$ cat config.mk
export PLATFORM = sky130hd
export DESIGN_NAME = packed_pattern_cell_unpacker_top
export DESIGN_NICKNAME = d
export VERILOG_FILES = /design/src/design/ppcu_pkg.sv /design/src/design/packed_pattern_cell_unpacker_top.sv /design/src/design/ppcu_collect.sv /design/src/design/ppcu_position.sv
export SDC_FILE = /design/constraint.sdc
export NUM_CORES = 1
export LEC_CHECK = 0
export BUFFER_PORTS_ARGS = -buffer_cell sky130_fd_sc_hd__buf_2
export CAP_MARGIN = 10
export CORE_ASPECT_RATIO = 0.7
export CORE_MARGIN = 4
export CORE_UTILIZATION = 40
export CTS_CLUSTER_DIAMETER = 60
export DETAILED_ROUTE_END_ITERATION = 10
export HOLD_SLACK_MARGIN = 0.1
export PLACE_DENSITY_LB_ADDON = 0.05
export SLEW_MARGIN = 20
export SYNTH_ARGS = -nofsm -noshare
export SYNTH_HDL_FRONTEND = slang
export SYNTH_HIERARCHICAL = 1
export SYNTH_SLANG_ARGS = --single-unit
$ cat constraint.sdc
create_clock -name clk -period 9.8 [get_ports clk]
set_clock_uncertainty 0.2 [all_clocks]
set_input_delay 1.96 -clock clk [delete_from_list [all_inputs] [get_ports clk]]
set_output_delay 1.96 -clock clk [all_outputs]
set_load 0.05 [all_outputs]
$ cat src/design/ppcu_pkg.sv
// shared types and constants for the packed pattern cell unpacker
`default_nettype none

package ppcu_pkg;

	// size limits of a pattern
	localparam int MAX_CHANNELS = 32;
	localparam int MAX_ROWS     = 256;

	// channel and row counts saturate here
	localparam int CH_LIM  = (MAX_CHANNELS < 32) ? MAX_CHANNELS : 32;
	localparam int ROW_LIM = (MAX_ROWS < 256) ? MAX_ROWS : 256;

	// register widths
	localparam int CH_CNT_W  = 6;
	localparam int ROW_CNT_W = 9;
	localparam int CFG_IDX_W = 2;
	localparam int CFG_DAT_W = 9;

	// lead byte decoding
	localparam logic [4:0] MASK_FIELDS  = 5'h1F;
	localparam logic [4:0] PLAIN_FIELDS = 5'h1E;

	// note translation in packed cells
	localparam logic [7:0] NOTE_KEY_OFF_IN  = 8'd97;
	localparam logic [7:0] NOTE_KEY_OFF_OUT = 8'd255;
	localparam logic [7:0] NOTE_SHIFT       = 8'd12;

	// pending field mask bits
	localparam int FLD_NOTE  = 0;
	localparam int FLD_INSTR = 1;
	localparam int FLD_VOL   = 2;
	localparam int FLD_EFF   = 3;
	localparam int FLD_PARAM = 4;
	localparam int LEAD_PACKED_BIT = 7;

	typedef enum logic [CFG_IDX_W-1:0] {
		REG_CHANNEL_COUNT = 2'd0,
		REG_ROW_COUNT     = 2'd1
	} cfg_reg_t;

	typedef enum logic {
		PH_LEAD    = 1'b0,
		PH_COLLECT = 1'b1
	} phase_t;

	typedef struct packed {
		logic [7:0] note;
		logic [7:0] instrument;
		logic [7:0] volume;
		logic [7:0] effect;
		logic [7:0] effect_param;
	} cell_data_t;

	typedef struct packed {
		logic [4:0] channel;
		logic [7:0] row;
		logic       last;
	} cell_pos_t;

endpackage

`default_nettype wire

$ cat src/design/packed_pattern_cell_unpacker_top.sv
// top level of the packed pattern cell unpacker
`default_nettype none

// Unpacks packed pattern data, one byte per item on the s_ side, into decoded
// cells on the m_ side, one cell per channel and row. A lead byte with bit 7
// set opens a packed cell whose mask bits 0..4 select note, instrument,
// volume, effect and parameter bytes that follow; absent fields read as zero
// and a packed note of 97 becomes 255 (key off), any other note gains 12.
// Any other lead byte is the note of a plain cell followed by four bytes.
// The block takes one byte every cycle unless input is held back as below: each
// byte is registered, decoded by a short field-collection state machine and,
// when a cell completes, written to the output register that drives m_tvalid.
// Input is held back only while a finished cell waits in the output register
// and the next byte would complete another one. m_tlast marks the final cell
// of the pattern, after which channel and row start from zero again. The user
// must write channel_count (index 0) and row_count (index 1) over the cfg port
// only while the block is idle; the block does not enforce this. Zero counts
// as one and counts above the limits saturate.
module packed_pattern_cell_unpacker_top (
	input  wire logic                                clk,
	input  wire logic                                arst_n,
	// byte input
	input  wire logic                                s_tvalid,
	output logic                                     s_tready,
	input  wire logic [7:0]                          s_tdata,   // byte_value
	// cell output
	output logic                                     m_tvalid,
	input  wire logic                                m_tready,
	// note, instrument, volume, effect, effect_param, channel[4:0], row[7:0], 3 zero bits
	output logic [55:0]                              m_tdata,
	output logic                                     m_tlast,   // last_in_pattern
	// configuration writes
	input  wire logic                                cfg_valid,
	output logic                                     cfg_ready,
	input  wire logic [ppcu_pkg::CFG_IDX_W-1:0]      cfg_index,
	input  wire logic [ppcu_pkg::CFG_DAT_W-1:0]      cfg_data
);

	// configuration registers
	logic [ppcu_pkg::CH_CNT_W-1:0]  chan_count_q;
	logic [ppcu_pkg::ROW_CNT_W-1:0] row_count_q;

	// input stage
	logic       valid_s1;
	logic [7:0] byte_s1;

	// output stage
	logic                 out_valid_s2;
	ppcu_pkg::cell_data_t out_data_s2;
	ppcu_pkg::cell_pos_t  out_pos_s2;

	logic                 emit;
	logic                 out_free;
	logic                 advance;
	ppcu_pkg::cell_data_t cell_data;
	ppcu_pkg::cell_pos_t  cell_pos;

	// registers always accept writes, unknown indexes are dropped
	assign cfg_ready = 1'b1;

	always_ff @(posedge clk or negedge arst_n) begin
		if (!arst_n) begin
			chan_count_q <= ppcu_pkg::CH_CNT_W'(4);
			row_count_q  <= ppcu_pkg::ROW_CNT_W'(64);
		end else if (cfg_valid) begin
			case (cfg_index)
				ppcu_pkg::REG_CHANNEL_COUNT: chan_count_q <= cfg_data[ppcu_pkg::CH_CNT_W-1:0];
				ppcu_pkg::REG_ROW_COUNT:     row_count_q  <= cfg_data;
				default: ;
			endcase
		end
	end

	// the staged byte moves on unless it finishes a cell that has nowhere to go
	assign out_free = !out_valid_s2 || m_tready;
	assign advance  = valid_s1 && (!emit || out_free);
	assign s_tready = !valid_s1 || advance;

	always_ff @(posedge clk or negedge arst_n) begin
		if (!arst_n) begin
			valid_s1 <= 1'b0;
		end else if (s_tready) begin
			valid_s1 <= s_tvalid;
		end
	end

	always_ff @(posedge clk) begin
		if (s_tvalid && s_tready)
			byte_s1 <= s_tdata;
	end

	ppcu_collect u_collect (
		.clk        (clk),
		.arst_n     (arst_n),
		.step       (advance),
		.byte_value (byte_s1),
		.emit       (emit),
		.data       (cell_data)
	);

	// position moves only when a cell is handed on
	ppcu_position u_position (
		.clk           (clk),
		.arst_n        (arst_n),
		.step          (advance && emit),
		.channel_count (chan_count_q),
		.row_count     (row_count_q),
		.pos           (cell_pos)
	);

	always_ff @(posedge clk or negedge arst_n) begin
		if (!arst_n) begin
			out_valid_s2 <= 1'b0;
		end else if (advance && emit) begin
			out_valid_s2 <= 1'b1;
		end else if (m_tready) begin
			out_valid_s2 <= 1'b0;
		end
	end

	always_ff @(posedge clk) begin
		if (advance && emit) begin
			out_data_s2 <= cell_data;
			out_pos_s2  <= cell_pos;
		end
	end

	assign m_tvalid = out_valid_s2;
	assign m_tlast  = out_pos_s2.last;
	assign m_tdata  = {3'b000, out_pos_s2.row, out_pos_s2.channel,
		out_data_s2.effect_param, out_data_s2.effect, out_data_s2.volume,
		out_data_s2.instrument, out_data_s2.note};

	// a finished pattern restarts at channel zero, row zero
	a_wrap: assert property (@(posedge clk) disable iff (!arst_n)
		advance && emit && cell_pos.last |=> cell_pos.channel == 5'd0 && cell_pos.row == 8'd0)
		else $error("position did not restart after last cell");

	// an empty input stage never holds off the source
	a_ready: assert property (@(posedge clk) disable iff (!arst_n)
		!valid_s1 |-> s_tready)
		else $error("input stalled with empty stage");

	// every finished cell shows up on the output
	a_emit: assert property (@(posedge clk) disable iff (!arst_n)
		advance && emit |=> m_tvalid)
		else $error("finished cell not presented");

endmodule

`default_nettype wire

$ cat src/design/ppcu_collect.sv
// field collection state machine: lead byte decode and per-field capture
`default_nettype none

module ppcu_collect (
	input  wire logic                 clk,
	input  wire logic                 arst_n,
	input  wire logic                 step,
	input  wire logic [7:0]           byte_value,
	output logic                      emit,
	output ppcu_pkg::cell_data_t      data
);

	ppcu_pkg::phase_t phase_q, phase_d;
	logic [4:0] pending_q, pending_d, pend_upd;
	logic [7:0] note_q, instr_q, vol_q, eff_q;
	logic [7:0] note_upd, instr_upd, vol_upd, eff_upd, param_upd;
	logic [7:0] note_d, instr_d, vol_d, eff_d;

	// working values after this byte, before a finished cell clears them
	always_comb begin
		pend_upd  = pending_q;
		note_upd  = note_q;
		instr_upd = instr_q;
		vol_upd   = vol_q;
		eff_upd   = eff_q;
		param_upd = 8'd0;
		emit      = 1'b0;
		case (phase_q)
			ppcu_pkg::PH_LEAD: begin
				note_upd  = 8'd0;
				instr_upd = 8'd0;
				vol_upd   = 8'd0;
				eff_upd   = 8'd0;
				if (byte_value[ppcu_pkg::LEAD_PACKED_BIT]) begin
					pend_upd = byte_value[4:0] & ppcu_pkg::MASK_FIELDS;
					emit     = (pend_upd == 5'd0);
				end else begin
					note_upd = byte_value;
					pend_upd = ppcu_pkg::PLAIN_FIELDS;
				end
			end
			ppcu_pkg::PH_COLLECT: begin
				if (pending_q[ppcu_pkg::FLD_NOTE]) begin
					pend_upd[ppcu_pkg::FLD_NOTE] = 1'b0;
					note_upd = (byte_value == ppcu_pkg::NOTE_KEY_OFF_IN) ?
						ppcu_pkg::NOTE_KEY_OFF_OUT : byte_value + ppcu_pkg::NOTE_SHIFT;
				end else if (pending_q[ppcu_pkg::FLD_INSTR]) begin
					pend_upd[ppcu_pkg::FLD_INSTR] = 1'b0;
					instr_upd = byte_value;
				end else if (pending_q[ppcu_pkg::FLD_VOL]) begin
					pend_upd[ppcu_pkg::FLD_VOL] = 1'b0;
					vol_upd = byte_value;
				end else if (pending_q[ppcu_pkg::FLD_EFF]) begin
					pend_upd[ppcu_pkg::FLD_EFF] = 1'b0;
					eff_upd = byte_value;
				end else if (pending_q[ppcu_pkg::FLD_PARAM]) begin
					pend_upd  = 5'd0;
					param_upd = byte_value;
				end
				emit = (pend_upd == 5'd0);
			end
			default: begin
				emit = 1'b0;
			end
		endcase
	end

	// cell fields as handed out
	always_comb begin
		data.note         = note_upd;
		data.instrument   = instr_upd;
		data.volume       = vol_upd;
		data.effect       = eff_upd;
		data.effect_param = param_upd;
	end

	// next state: a finished cell returns to the lead byte with everything cleared
	always_comb begin
		if (emit) begin
			phase_d   = ppcu_pkg::PH_LEAD;
			pending_d = 5'd0;
			note_d    = 8'd0;
			instr_d   = 8'd0;
			vol_d     = 8'd0;
			eff_d     = 8'd0;
		end else begin
			phase_d   = ppcu_pkg::PH_COLLECT;
			pending_d = pend_upd;
			note_d    = note_upd;
			instr_d   = instr_upd;
			vol_d     = vol_upd;
			eff_d     = eff_upd;
		end
	end

	always_ff @(posedge clk or negedge arst_n) begin
		if (!arst_n) begin
			phase_q   <= ppcu_pkg::PH_LEAD;
			pending_q <= 5'd0;
			note_q    <= 8'd0;
			instr_q   <= 8'd0;
			vol_q     <= 8'd0;
			eff_q     <= 8'd0;
		end else if (step) begin
			phase_q   <= phase_d;
			pending_q <= pending_d;
			note_q    <= note_d;
			instr_q   <= instr_d;
			vol_q     <= vol_d;
			eff_q     <= eff_d;
		end
	end

endmodule

`default_nettype wire

$ cat src/design/ppcu_position.sv
// channel and row counters with pattern end detection
`default_nettype none

module ppcu_position (
	input  wire logic                                clk,
	input  wire logic                                arst_n,
	input  wire logic                                step,
	input  wire logic [ppcu_pkg::CH_CNT_W-1:0]       channel_count,
	input  wire logic [ppcu_pkg::ROW_CNT_W-1:0]      row_count,
	output ppcu_pkg::cell_pos_t                      pos
);

	logic [4:0] chan_q;
	logic [7:0] row_q;
	logic [ppcu_pkg::CH_CNT_W-1:0]  eff_ch;
	logic [ppcu_pkg::ROW_CNT_W-1:0] eff_rows;
	logic row_end, pat_end;

	// zero counts as one, large counts saturate
	always_comb begin
		if (channel_count == '0)
			eff_ch = ppcu_pkg::CH_CNT_W'(1);
		else if (channel_count > ppcu_pkg::CH_CNT_W'(ppcu_pkg::CH_LIM))
			eff_ch = ppcu_pkg::CH_CNT_W'(ppcu_pkg::CH_LIM);
		else
			eff_ch = channel_count;
		if (row_count == '0)
			eff_rows = ppcu_pkg::ROW_CNT_W'(1);
		else if (row_count > ppcu_pkg::ROW_CNT_W'(ppcu_pkg::ROW_LIM))
			eff_rows = ppcu_pkg::ROW_CNT_W'(ppcu_pkg::ROW_LIM);
		else
			eff_rows = row_count;
	end

	// at or past the last position counts as the last one
	assign row_end = (ppcu_pkg::CH_CNT_W'(chan_q) + ppcu_pkg::CH_CNT_W'(1)) >= eff_ch;
	assign pat_end = (ppcu_pkg::ROW_CNT_W'(row_q) + ppcu_pkg::ROW_CNT_W'(1)) >= eff_rows;

	assign pos.channel = chan_q;
	assign pos.row     = row_q;
	assign pos.last    = row_end && pat_end;

	always_ff @(posedge clk or negedge arst_n) begin
		if (!arst_n) begin
			chan_q <= 5'd0;
			row_q  <= 8'd0;
		end else if (step) begin
			if (!row_end) begin
				chan_q <= chan_q + 5'd1;
			end else begin
				chan_q <= 5'd0;
				row_q  <= pat_end ? 8'd0 : row_q + 8'd1;
			end
		end
	end

endmodule

`default_nettype wire
# Word level (Yosys, flattened, before mapping)
# Cells that the tools add are included.
# W data, S select, Z words.
[totals]
out_inout_bits = 60
rom_bits = 0
regBits = 130
mem_count = 0
latchBits = 0
ram_bits = 0
[op_classes]
addsub = 5
n_mux = 40
shifts = 0
n_reduce_logical = 20
mul = 0
eq_ne = 2
div = 0
bitwise_logic = 2
magnitude_cmp = 4
[ops]
columns = ["cell", "count"]
rows = [
  ["$mux W8", 16],
  ["$pmux W8 S2", 4],
  ["$mux W9", 2],
  ["$mux W5", 3],
  ["$mux W6", 2],
  ["$logic_not A5 Y1", 2],
  ["$pmux W5 S2", 1],
  ["$add A8 B1 Y9 const B", 1],
  ["$ge A9 B9 Y1", 1],
  ["$gt A9 B9 Y1 const B", 1],
  ["$logic_not A9 Y1", 1],
  ["$add A8 B1 Y8 const B", 1],
  ["$add A8 B4 Y8 const B", 1],
  ["$eq A8 B7 Y1 const B", 1],
  ["$mux W4", 2],
  ["$mux W7", 1],
  ["$add A5 B1 Y6 const B", 1],
  ["$ge A6 B6 Y1", 1],
  ["$gt A6 B6 Y1 const B", 1],
  ["$logic_not A6 Y1", 1],
  ["$mux W1", 6],
  ["$reduce_and A2 Y1", 3],
  ["$reduce_or A6 Y1", 1],
  ["$add A5 B1 Y5 const B", 1],
  ["10 further kinds", 18],
]

# Longest topological paths before layout
# Gate-level depths: netlist of run 1.
[logic_depth]
ltp_word = 12
mapped_depth = 12
mapped_depth_nobuf = 10

# Cells and area by module
# The synthesis of run 1 kept the hierarchy.
[by_module_without_submodules]
columns = ["module", "seq_area_each_um2", "cells_each", "area_each_um2", "instances"]
rows = [
  ["packed_pattern_cell_unpacker_top", 2289.7, 110, 2575.0, 1],
  ["ppcu_collect", 950.9, 272, 2504.9, 1],
  ["ppcu_position", 325.3, 134, 1208.7, 1],
]

# Least setup slack after synthesis of run 1
# Ideal clock, no wire load.
[synth_timing]
path_kind = "input to register"
startpoint = "input m_tready"
endpoint = "register u_position.row_q[2]"
path_slack_ps = 4208
setup_time_ps = 132
path_stages = 6
required_ps = 9468
t_arrival_ps = 5260
cell_sequence = "nor2b_1 > nor2_1 > buf_2 > inv_1 > o21ai_0 > o211ai_2"
[synth_via]
elab_chain_cells = 5
[synth_lines]
columns = ["element", "line", "rtl"]
rows = [
  ["start, declared", "packed_pattern_cell_unpacker_top.sv:28", "input wire logic m_tready,"],
  ["$logic_or A1 B1 Y1", "packed_pattern_cell_unpacker_top.sv:75", "assign out_free = !out_valid_s2 || m_tready;"],
  ["$logic_or A1 B1 Y1", "packed_pattern_cell_unpacker_top.sv:76", "assign advance = valid_s1 && (!emit || out_free);"],
  ["$logic_and A1 B1 Y1", "packed_pattern_cell_unpacker_top.sv:76", ""],
  ["$logic_and A1 B1 Y1", "packed_pattern_cell_unpacker_top.sv:105", ".step (advance && emit),"],
  ["$reduce_and A2 Y1 (no line)", "--", ""],
  ["end signal, assigned", "ppcu_position.sv:52", "row_q <= pat_end ? 8'd0 : row_q + 8'd1;"],
  ["end, declared", "ppcu_position.sv:14", "logic [7:0] row_q;"],
]
# No other way between the ends.
# A chain may end at the register's enable or synchronous reset.

# Worst setup path after layout of run 1
[layout_timing]
startpoint = "register u_collect.pending_q[0]"
endpoint = "output s_tready"
[layout_via]
elab_chain_cells = 8
[layout_lines]
columns = ["element", "line", "rtl"]
rows = [
  ["start, declared", "ppcu_collect.sv:14", "logic [4:0] pending_q, pending_d, pend_upd;"],
  ["start signal, assigned", "ppcu_collect.sv:106", "pending_q <= pending_d;"],
  ["$mux W4", "ppcu_collect.sv:43", "if (pending_q[ppcu_pkg::FLD_NOTE]) begin"],
  ["$mux W4", "ppcu_collect.sv:28", "case (phase_q)"],
  ["$logic_not A5 Y1", "ppcu_collect.sv:60", "emit = (pend_upd == 5'd0);"],
  ["$pmux W1 S2", "ppcu_collect.sv:28", ""],
  ["via emit", "packed_pattern_cell_unpacker_top.sv:52", "logic emit;"],
  ["$logic_not A1 Y1", "packed_pattern_cell_unpacker_top.sv:76", ""],
  ["$logic_or A1 B1 Y1", "packed_pattern_cell_unpacker_top.sv:76", ""],
  ["$logic_and A1 B1 Y1", "packed_pattern_cell_unpacker_top.sv:76", ""],
  ["$logic_or A1 B1 Y1", "packed_pattern_cell_unpacker_top.sv:77", "assign s_tready = !valid_s1 || advance;"],
  ["end, declared", "packed_pattern_cell_unpacker_top.sv:24", "output logic s_tready,"],
]
# The timed path passes the listed nets, and every way through them passes these cells. The select of a mux whose other input is x is not followed.

==> impl_metrics.env, run 1 <==
export IMPL_status="finished, final reports clean"
export IMPL_cts_sinks=130
export IMPL_ys_warns=6
export IMPL_initial_core_util_pct=40.7
export IMPL_synth_async_sr_flop_share_pct=52.3
export IMPL_critical_path_startpoint_type="flip-flop"
export IMPL_fraction_of_final_layout_cells_sized_beyond_drive_strength_1_pct=26.1
export IMPL_worst_ep_required_time_ns=7.64
export IMPL_max_clock_path_buffers=2
export IMPL_cts_buffers_inserted=17
export IMPL_n_fill_cell=1392
export IMPL_clock_latency_late_sink_ns=0.42
export IMPL_finish_stage_setup_viols=0
export IMPL_period_minus_slack_ns=5.02
export IMPL_die_area_sq_mm=0.0178
export IMPL_power_density_mw_per_mm2=332
export IMPL_min_delay_path_class="reg2reg"
export IMPL_clock_fmax_mhz=199
export IMPL_timing_critical_path_arrival_ns=2.86
export IMPL_final_hold_violation_count=0
export IMPL_clkSlewWorstSetupHoldPaths_ns=0.06
export IMPL_setup_ws_ns=4.78
export IMPL_post_cts_buffers=0
export IMPL_r2r_slack_ns=5.54
export IMPL_gp_congestion=0.786
export IMPL_cts_resized=0
export IMPL_criticalPathCategory="reg2out"
export IMPL_number_of_vias_per_cell_after_detailed_routing=5.39
export IMPL_number_of_global_route_vias_before_repair=4183
export IMPL_num_rows=38
export IMPL_largest_net_degree_at_the_start_of_global_routing=69
export IMPL_synth_distinct_cells=72
export IMPL_post_route_period_util_pct=51.3
export IMPL_initial_antenna_violation_count=0
export IMPL_hold_depth=1
export IMPL_average_routed_wire_per_standard_cell_microns=18.7
export IMPL_total_leakage_power_nw=3.07
export IMPL_die_height_microns=113
export IMPL_io_pins=84
export IMPL_final_core_util_pct=47.5
export IMPL_core_area_sq_mm=0.0155
export IMPL_maxSlewHeadroom_pct=35.0
export IMPL_regToRegStartpoint="u_collect/pending_q[0]"
export IMPL_postSynthCellCount=516
export IMPL_reg2reg_to="u_collect/pending_q[3]"
export IMPL_wire_length_of_the_first_global_routing_pass_microns=23800
export IMPL_area_growth_synth_to_final_pct=16.7
export IMPL_nNetsFinal=628
export IMPL_critical_path_endpoint_type="output pin"
export IMPL_drv_slew=0
export IMPL_clk_root_buffer_cell="sky130_fd_sc_hd__clkbuf_16"
export IMPL_vias=4305
export IMPL_setup_tns_ns=0
export IMPL_post_route_drc_count=0
export IMPL_cts_tree="yes"
export IMPL_top_reg_cell_synth="sky130_fd_sc_hd__dfrtp_1"
export IMPL_worstMarginPinSlew_ns=0.969
export IMPL_wl_microns=14900
export IMPL_synth_seq_area_share_pct=56.7
export IMPL_dieWidth_microns=158
export IMPL_post_drt_antenna_nets=0
export IMPL_ir_drop_uv=201
export IMPL_postSynthRegisterBits=130
export IMPL_timing_hold_worst_start="u_collect/note_q[0]"
export IMPL_first_iter_violations=453
export IMPL_cts_hold_repair_buffers=0
export IMPL_globalRoute_totalOverflow=0
export IMPL_final_cell_mix="sky130_fd_sc_hd__buf_2, sky130_fd_sc_hd__dfrtp_1, sky130_fd_sc_hd__edfxtp_1"
export IMPL_grt_use_total_pct=17.4
export IMPL_critPathLaunch="u_collect/pending_q[0]"
export IMPL_syn_cell_area_sq_mm=0.00629
export IMPL_synthesis_area_per_instance_sq_um=12.2
export IMPL_buffer_ports_inserted=79
export IMPL_grt_setup_unrepaired="false"
export IMPL_reg2reg_depth=10
export IMPL_count_of_flip_flops_with_a_built_in_enable_after_synthesis=62
export IMPL_antennaDiodeCount=0
export IMPL_critical_path_peak_fanout=24
export IMPL_cts_htree_levels=4
export IMPL_drt_first_pass_iters=5
export IMPL_final_common_cell="sky130_fd_sc_hd__buf_2"
export IMPL_holdPathEnd="u_collect/note_q[0]"
export IMPL_maxCapViolCount=0
export IMPL_dp_worst_setup_slack_ns=5.13
export IMPL_dpl_hpwl_microns=9830
==> how the worst max path moves through the flow <==
stage                                      to
after detailed placement             s_tready
final                                s_tready
after floorplan           u_position/row_q[2]
after global routing                 s_tready
after CTS                            s_tready
after global placement               s_tready
==> flip-flops by register name (all words and copies together) (netlist names) <==
register	cells
u_position/row_q	8
u_collect/instr_q	8
u_position/chan_q	5
m_tdata	53
u_collect/pending_q	5
u_collect/note_q	8
chan_count_q	6
u_collect/phase_q	1
row_count_q	9
u_collect/vol_q	8
byte_s1	8
valid_s1	1
m_tvalid	1
m_tlast	1
u_collect/eff_q	8
==> stage by stage <==
stage / hold WS (ns) / power [W] / cell area [sq um] / instances
after global placement: 0.276 / 0.00182 / 6770 / 766
final: 0.302 / 0.00244 / 7340 / 798
after floorplan: 0.255 / 0.00162 / 6300 / 518
after CTS: 0.298 / 0.00245 / 7340 / 798
after global routing: 0.312 / 0.00259 / 7340 / 798
after detailed placement: 0.280 / 0.00184 / 6770 / 766
==> synthesized netlist by cell type, types with 2 or more instances <==
master,instances,area [sq um]
sky130_fd_sc_hd__dfrtp_1,66,1650
sky130_fd_sc_hd__edfxtp_1,62,1860
sky130_fd_sc_hd__nand2_1,45,169
sky130_fd_sc_hd__nor2_1,29,109
sky130_fd_sc_hd__a22o_1,22,193
sky130_fd_sc_hd__mux2i_1,21,210
sky130_fd_sc_hd__a21oi_1,20,100
sky130_fd_sc_hd__ha_1,19,238
sky130_fd_sc_hd__nor3_1,19,95.1
sky130_fd_sc_hd__o21ai_0,19,95.1
sky130_fd_sc_hd__mux2_2,15,169
sky130_fd_sc_hd__clkbuf_1,12,45.0
sky130_fd_sc_hd__nor2b_1,11,68.8
sky130_fd_sc_hd__buf_2,10,50.1
sky130_fd_sc_hd__inv_1,9,33.8
sky130_fd_sc_hd__nand2b_1,9,56.3
sky130_fd_sc_hd__and2_1,8,50.1
sky130_fd_sc_hd__o2bb2ai_1,8,70.1
sky130_fd_sc_hd__a31o_1,7,61.3
sky130_fd_sc_hd__buf_4,7,52.6
sky130_fd_sc_hd__nand3_1,7,35.0
sky130_fd_sc_hd__o21ai_1,6,30.0
sky130_fd_sc_hd__buf_6,5,56.3
sky130_fd_sc_hd__xnor2_1,5,43.8
sky130_fd_sc_hd__xor2_1,5,43.8
sky130_fd_sc_hd__and3_1,4,25.0
sky130_fd_sc_hd__nand4b_1,4,35.0
sky130_fd_sc_hd__a221oi_2,3,45.0
sky130_fd_sc_hd__nor4_1,3,18.8
sky130_fd_sc_hd__o211ai_2,3,37.5
sky130_fd_sc_hd__o21a_1,3,22.5
sky130_fd_sc_hd__a21boi_0,2,15.0
sky130_fd_sc_hd__clkinv_1,2,7.51
sky130_fd_sc_hd__conb_1,2,7.51
sky130_fd_sc_hd__dfstp_2,2,52.6
sky130_fd_sc_hd__nand3b_1,2,15.0
sky130_fd_sc_hd__nand4_1,2,12.5
sky130_fd_sc_hd__o21ai_2,2,17.5
sky130_fd_sc_hd__o31ai_1,2,15.0
sky130_fd_sc_hd__or3_1,2,12.5
==> where the power goes <==
group,internal [W],switching [W],total [W]
clock network,0.000378,0.000230,0.000607
logic,0.000277,0.000659,0.000935
registers,0.000766,0.000131,0.000897
==> layer usage <==
metal	routed length, microns	vias up	GRT usage, %
met2	5530	131	21.0
li1	-	2042	-
met1	8320	2114	29.6
met3	881	18	4.20
met5	0	-	0
met4	169	0	5.44
==> final cells by class <==
type,count,area (sq um),share of cell area (%)
clock buffers,21,450,6.14
clock inverters,11,113,1.53
inverters,12,45.0,0.614
multi-input cells,340,2480,33.8
flip-flops and latches,130,3570,48.6
well taps,200,250,3.41
repair buffers,84,433,5.90
==> critical path, cell delays in order (launching register included) <==
cell	delay, ns
sky130_fd_sc_hd__dfrtp_1	0.87
sky130_fd_sc_hd__a211oi_1	0.10
sky130_fd_sc_hd__o311ai_1	0.44
sky130_fd_sc_hd__o31a_4	0.42
sky130_fd_sc_hd__inv_2	0.15
sky130_fd_sc_hd__nand4b_1	0.17
sky130_fd_sc_hd__buf_2	0.28
==> cell families (layout without fill, tap and decap cells) <==
| family | count (synthesis) | in the layout | share of synthesized area (%) |
|---|---|---|---|
| AO/OA/AOI/OAI | 115 | 115 | 14.5 |
| XOR/XNOR | 10 | 10 | 1.39 |
| adder cells (fa/ha/maj) | 20 | 20 | 3.94 |
| buffers and inverters | 48 | 128 | 4.10 |
| flip-flops | 130 | 130 | 56.7 |
| multiplexers | 36 | 36 | 6.03 |
| other | 2 | 4 | 0.119 |
| AND/OR/NAND/NOR | 155 | 155 | 13.2 |
(Power assumes the default switching activity.)
==> run 2, diff against run 1 <==
- clock period: 9.8 -> 4.5 ns (I/O delays scaled with it)
==> run 2 against run 1 <==
Sequential share of layout area shrank 0.89 points. Utilization grew 0.88 points. Die area is the same. Combinational power grew 120%. Setup slack lost 4.2 ns. Critical path depth is the same. Non-clock buffer count grew 6. Critical path type unchanged. Largest power group unchanged.
==> impl_metrics.env, run 2 (same netlist as run 1, synthesis figures left out) <==
export IMPL_first_iter_violations=341
export IMPL_maxCapViolCount=0
export IMPL_wl_microns=15000
export IMPL_final_common_cell="sky130_fd_sc_hd__buf_2"
export IMPL_clkSlewWorstSetupHoldPaths_ns=0.06
export IMPL_antennaDiodeCount=0
export IMPL_core_area_sq_mm=0.0155
export IMPL_final_core_util_pct=48.4
export IMPL_final_hold_violation_count=0
export IMPL_globalRoute_totalOverflow=0
export IMPL_multi_input_comb_area_sq_mm=0.00248
export IMPL_total_leakage_power_nw=3.13
export IMPL_min_delay_path_class="reg2reg"
export IMPL_postPlaceCellArea_sq_mm=0.00682
export IMPL_setup_tns_ns=0
export IMPL_status="finished, final reports clean"
export IMPL_critical_path_endpoint_type="output pin"
export IMPL_die_height_microns=113
export IMPL_nNetsFinal=634
export IMPL_die_area_sq_mm=0.0178
export IMPL_cts_buffers_inserted=17
export IMPL_timing_critical_path_cells="a211oi_1 -> o311ai_1 -> o31a_4 -> inv_2 -> nand4b_1 -> buf_2"
export IMPL_num_rows=38
export IMPL_timing_critical_path_arrival_ns=2.86
export IMPL_area_growth_synth_to_final_pct=18.8
export IMPL_gp_congestion=0.769
export IMPL_post_drt_antenna_nets=0
export IMPL_initial_core_util_pct=40.7
export IMPL_clk_root_buffer_cell="sky130_fd_sc_hd__clkbuf_16"
export IMPL_fraction_of_final_layout_cells_sized_beyond_drive_strength_1_pct=27.3
export IMPL_cts_resized=0
export IMPL_cts_hold_repair_buffers=0
export IMPL_buffer_ports_inserted=79
export IMPL_crit_path_top_delay_cell="sky130_fd_sc_hd__dfrtp_1"
export IMPL_cts_htree_levels=4
export IMPL_post_route_period_util_pct=88.1
export IMPL_wirelength_met1_microns=8090
export IMPL_maxSlewHeadroom_pct=45.5
export IMPL_io_pins=84
export IMPL_dpl_hpwl_microns=10200
export IMPL_worstMarginPinSlew_ns=0.818
export IMPL_grt_setup_unrepaired="false"
export IMPL_timing_hold_worst_start="u_collect/vol_q[1]"
export IMPL_largest_net_degree_at_the_start_of_global_routing=42
export IMPL_clock_latency_late_sink_ns=0.41
export IMPL_regToRegStartpoint="u_collect/pending_q[0]"
export IMPL_worst_ep_required_time_ns=3.40
export IMPL_power_density_mw_per_mm2=740
export IMPL_r2r_slack_ns=1.11
export IMPL_clock_fmax_mhz=252
export IMPL_final_cell_mix="sky130_fd_sc_hd__buf_2, sky130_fd_sc_hd__dfrtp_1, sky130_fd_sc_hd__edfxtp_1"
export IMPL_critical_path_startpoint_type="flip-flop"
export IMPL_wire_length_of_the_first_global_routing_pass_microns=24100
export IMPL_period_minus_slack_ns=3.96
export IMPL_critical_path_peak_fanout=24
export IMPL_register_area_sq_mm=0.00357
export IMPL_average_routed_wire_per_standard_cell_microns=18.6
export IMPL_initial_antenna_violation_count=0
export IMPL_dieWidth_microns=158
export IMPL_met2WireLength_microns=5680
export IMPL_largest_register_ff_count=53
export IMPL_grt_use_total_pct=17.4
export IMPL_cts_sinks=130
export IMPL_critPathMaxStageDelay_ns=0.87
export IMPL_met3RoutedLength_microns=1040
export IMPL_ir_drop_uv=295
export IMPL_dr_max_layer_used="met4"
export IMPL_vias=4334
export IMPL_drt_first_pass_iters=5
export IMPL_drv_slew=0
export IMPL_criticalPathCategory="reg2out"
export IMPL_post_cts_buffers=0
export IMPL_n_fill_cell=1373
export IMPL_max_clock_path_buffers=2
export IMPL_critPathLaunch="u_collect/pending_q[0]"
export IMPL_finish_stage_setup_viols=0
export IMPL_number_of_global_route_vias_before_repair=4285
export IMPL_post_route_drc_count=0
export IMPL_cts_tree="yes"
export IMPL_stdcell_area_sq_mm=0.00747
export IMPL_number_of_vias_per_cell_after_detailed_routing=5.39
## run 2: changes by cell type in the layout (fill, tap and decap cells not counted), moves of 2 or more
cell,before,now
sky130_fd_sc_hd__buf_4,5,11
sky130_fd_sc_hd__clkinv_2,5,1
sky130_fd_sc_hd__bufinv_16,2,5
sky130_fd_sc_hd__clkbuf_1,3,1
## run 2: final cells by class
cell class	count	share of cell area (%)
inverter	12	0.603
clock buffer	19	5.93
clock inverter	13	2.78
timing repair buffer	90	6.40
tap	200	3.35
sequential	130	47.7
multi-input combinational	340	33.2
## run 2: layer usage
layer | track usage, % | up-vias
li1 | - | 2046
met4 | 4.18 | 0
met2 | 22.1 | 148
met3 | 4.74 | 14
met5 | 0 | -
met1 | 28.9 | 2126
## run 2: stage by stage
| step | cells | setup WS [ns] | power, W | hold slack (ns) |
|---|---|---|---|---|
| 2_1_floorplan | 518 | 0.205 | 0.00353 | 0.255 |
| 3_3_place_gp | 772 | 1.08 | 0.00398 | 0.283 |
| 3_5_place_dp | 772 | 0.968 | 0.00402 | 0.288 |
| 4_1_cts | 804 | 0.521 | 0.00556 | 0.302 |
| 5_1_grt | 804 | 0.315 | 0.00583 | 0.316 |
| 6_report | 804 | 0.536 | 0.00553 | 0.304 |
## run 2: path summary, 6_finish.rpt
path                                       end  cells past startpoint
min reg2reg                 u_collect/vol_q[1]                      1
max in group asynchronous  u_collect/note_q[4]                      2
max                                   s_tready                      6
max reg2reg                 u_collect/eff_q[5]                      8
min                         u_collect/vol_q[1]                      1
min in group asynchronous  u_position/row_q[6]                      1
## run 2: critical path: cells and delay by family (launching register included)
family,cells,cell delay [ns]
flops,1,0.87
buf+inv,2,0.44
simple gates,1,0.16
compound gates,3,0.97
## run 2: power breakdown
part	internal, W	leakage [nW]	total, W	switching (W)
Combinational	0.000615	1.37	0.00206	0.00144
Sequential	0.00167	1.46	0.00195	0.000280
Clock	0.000998	0.307	0.00152	0.000526
Total	0.00328	3.13	0.00553	0.00225
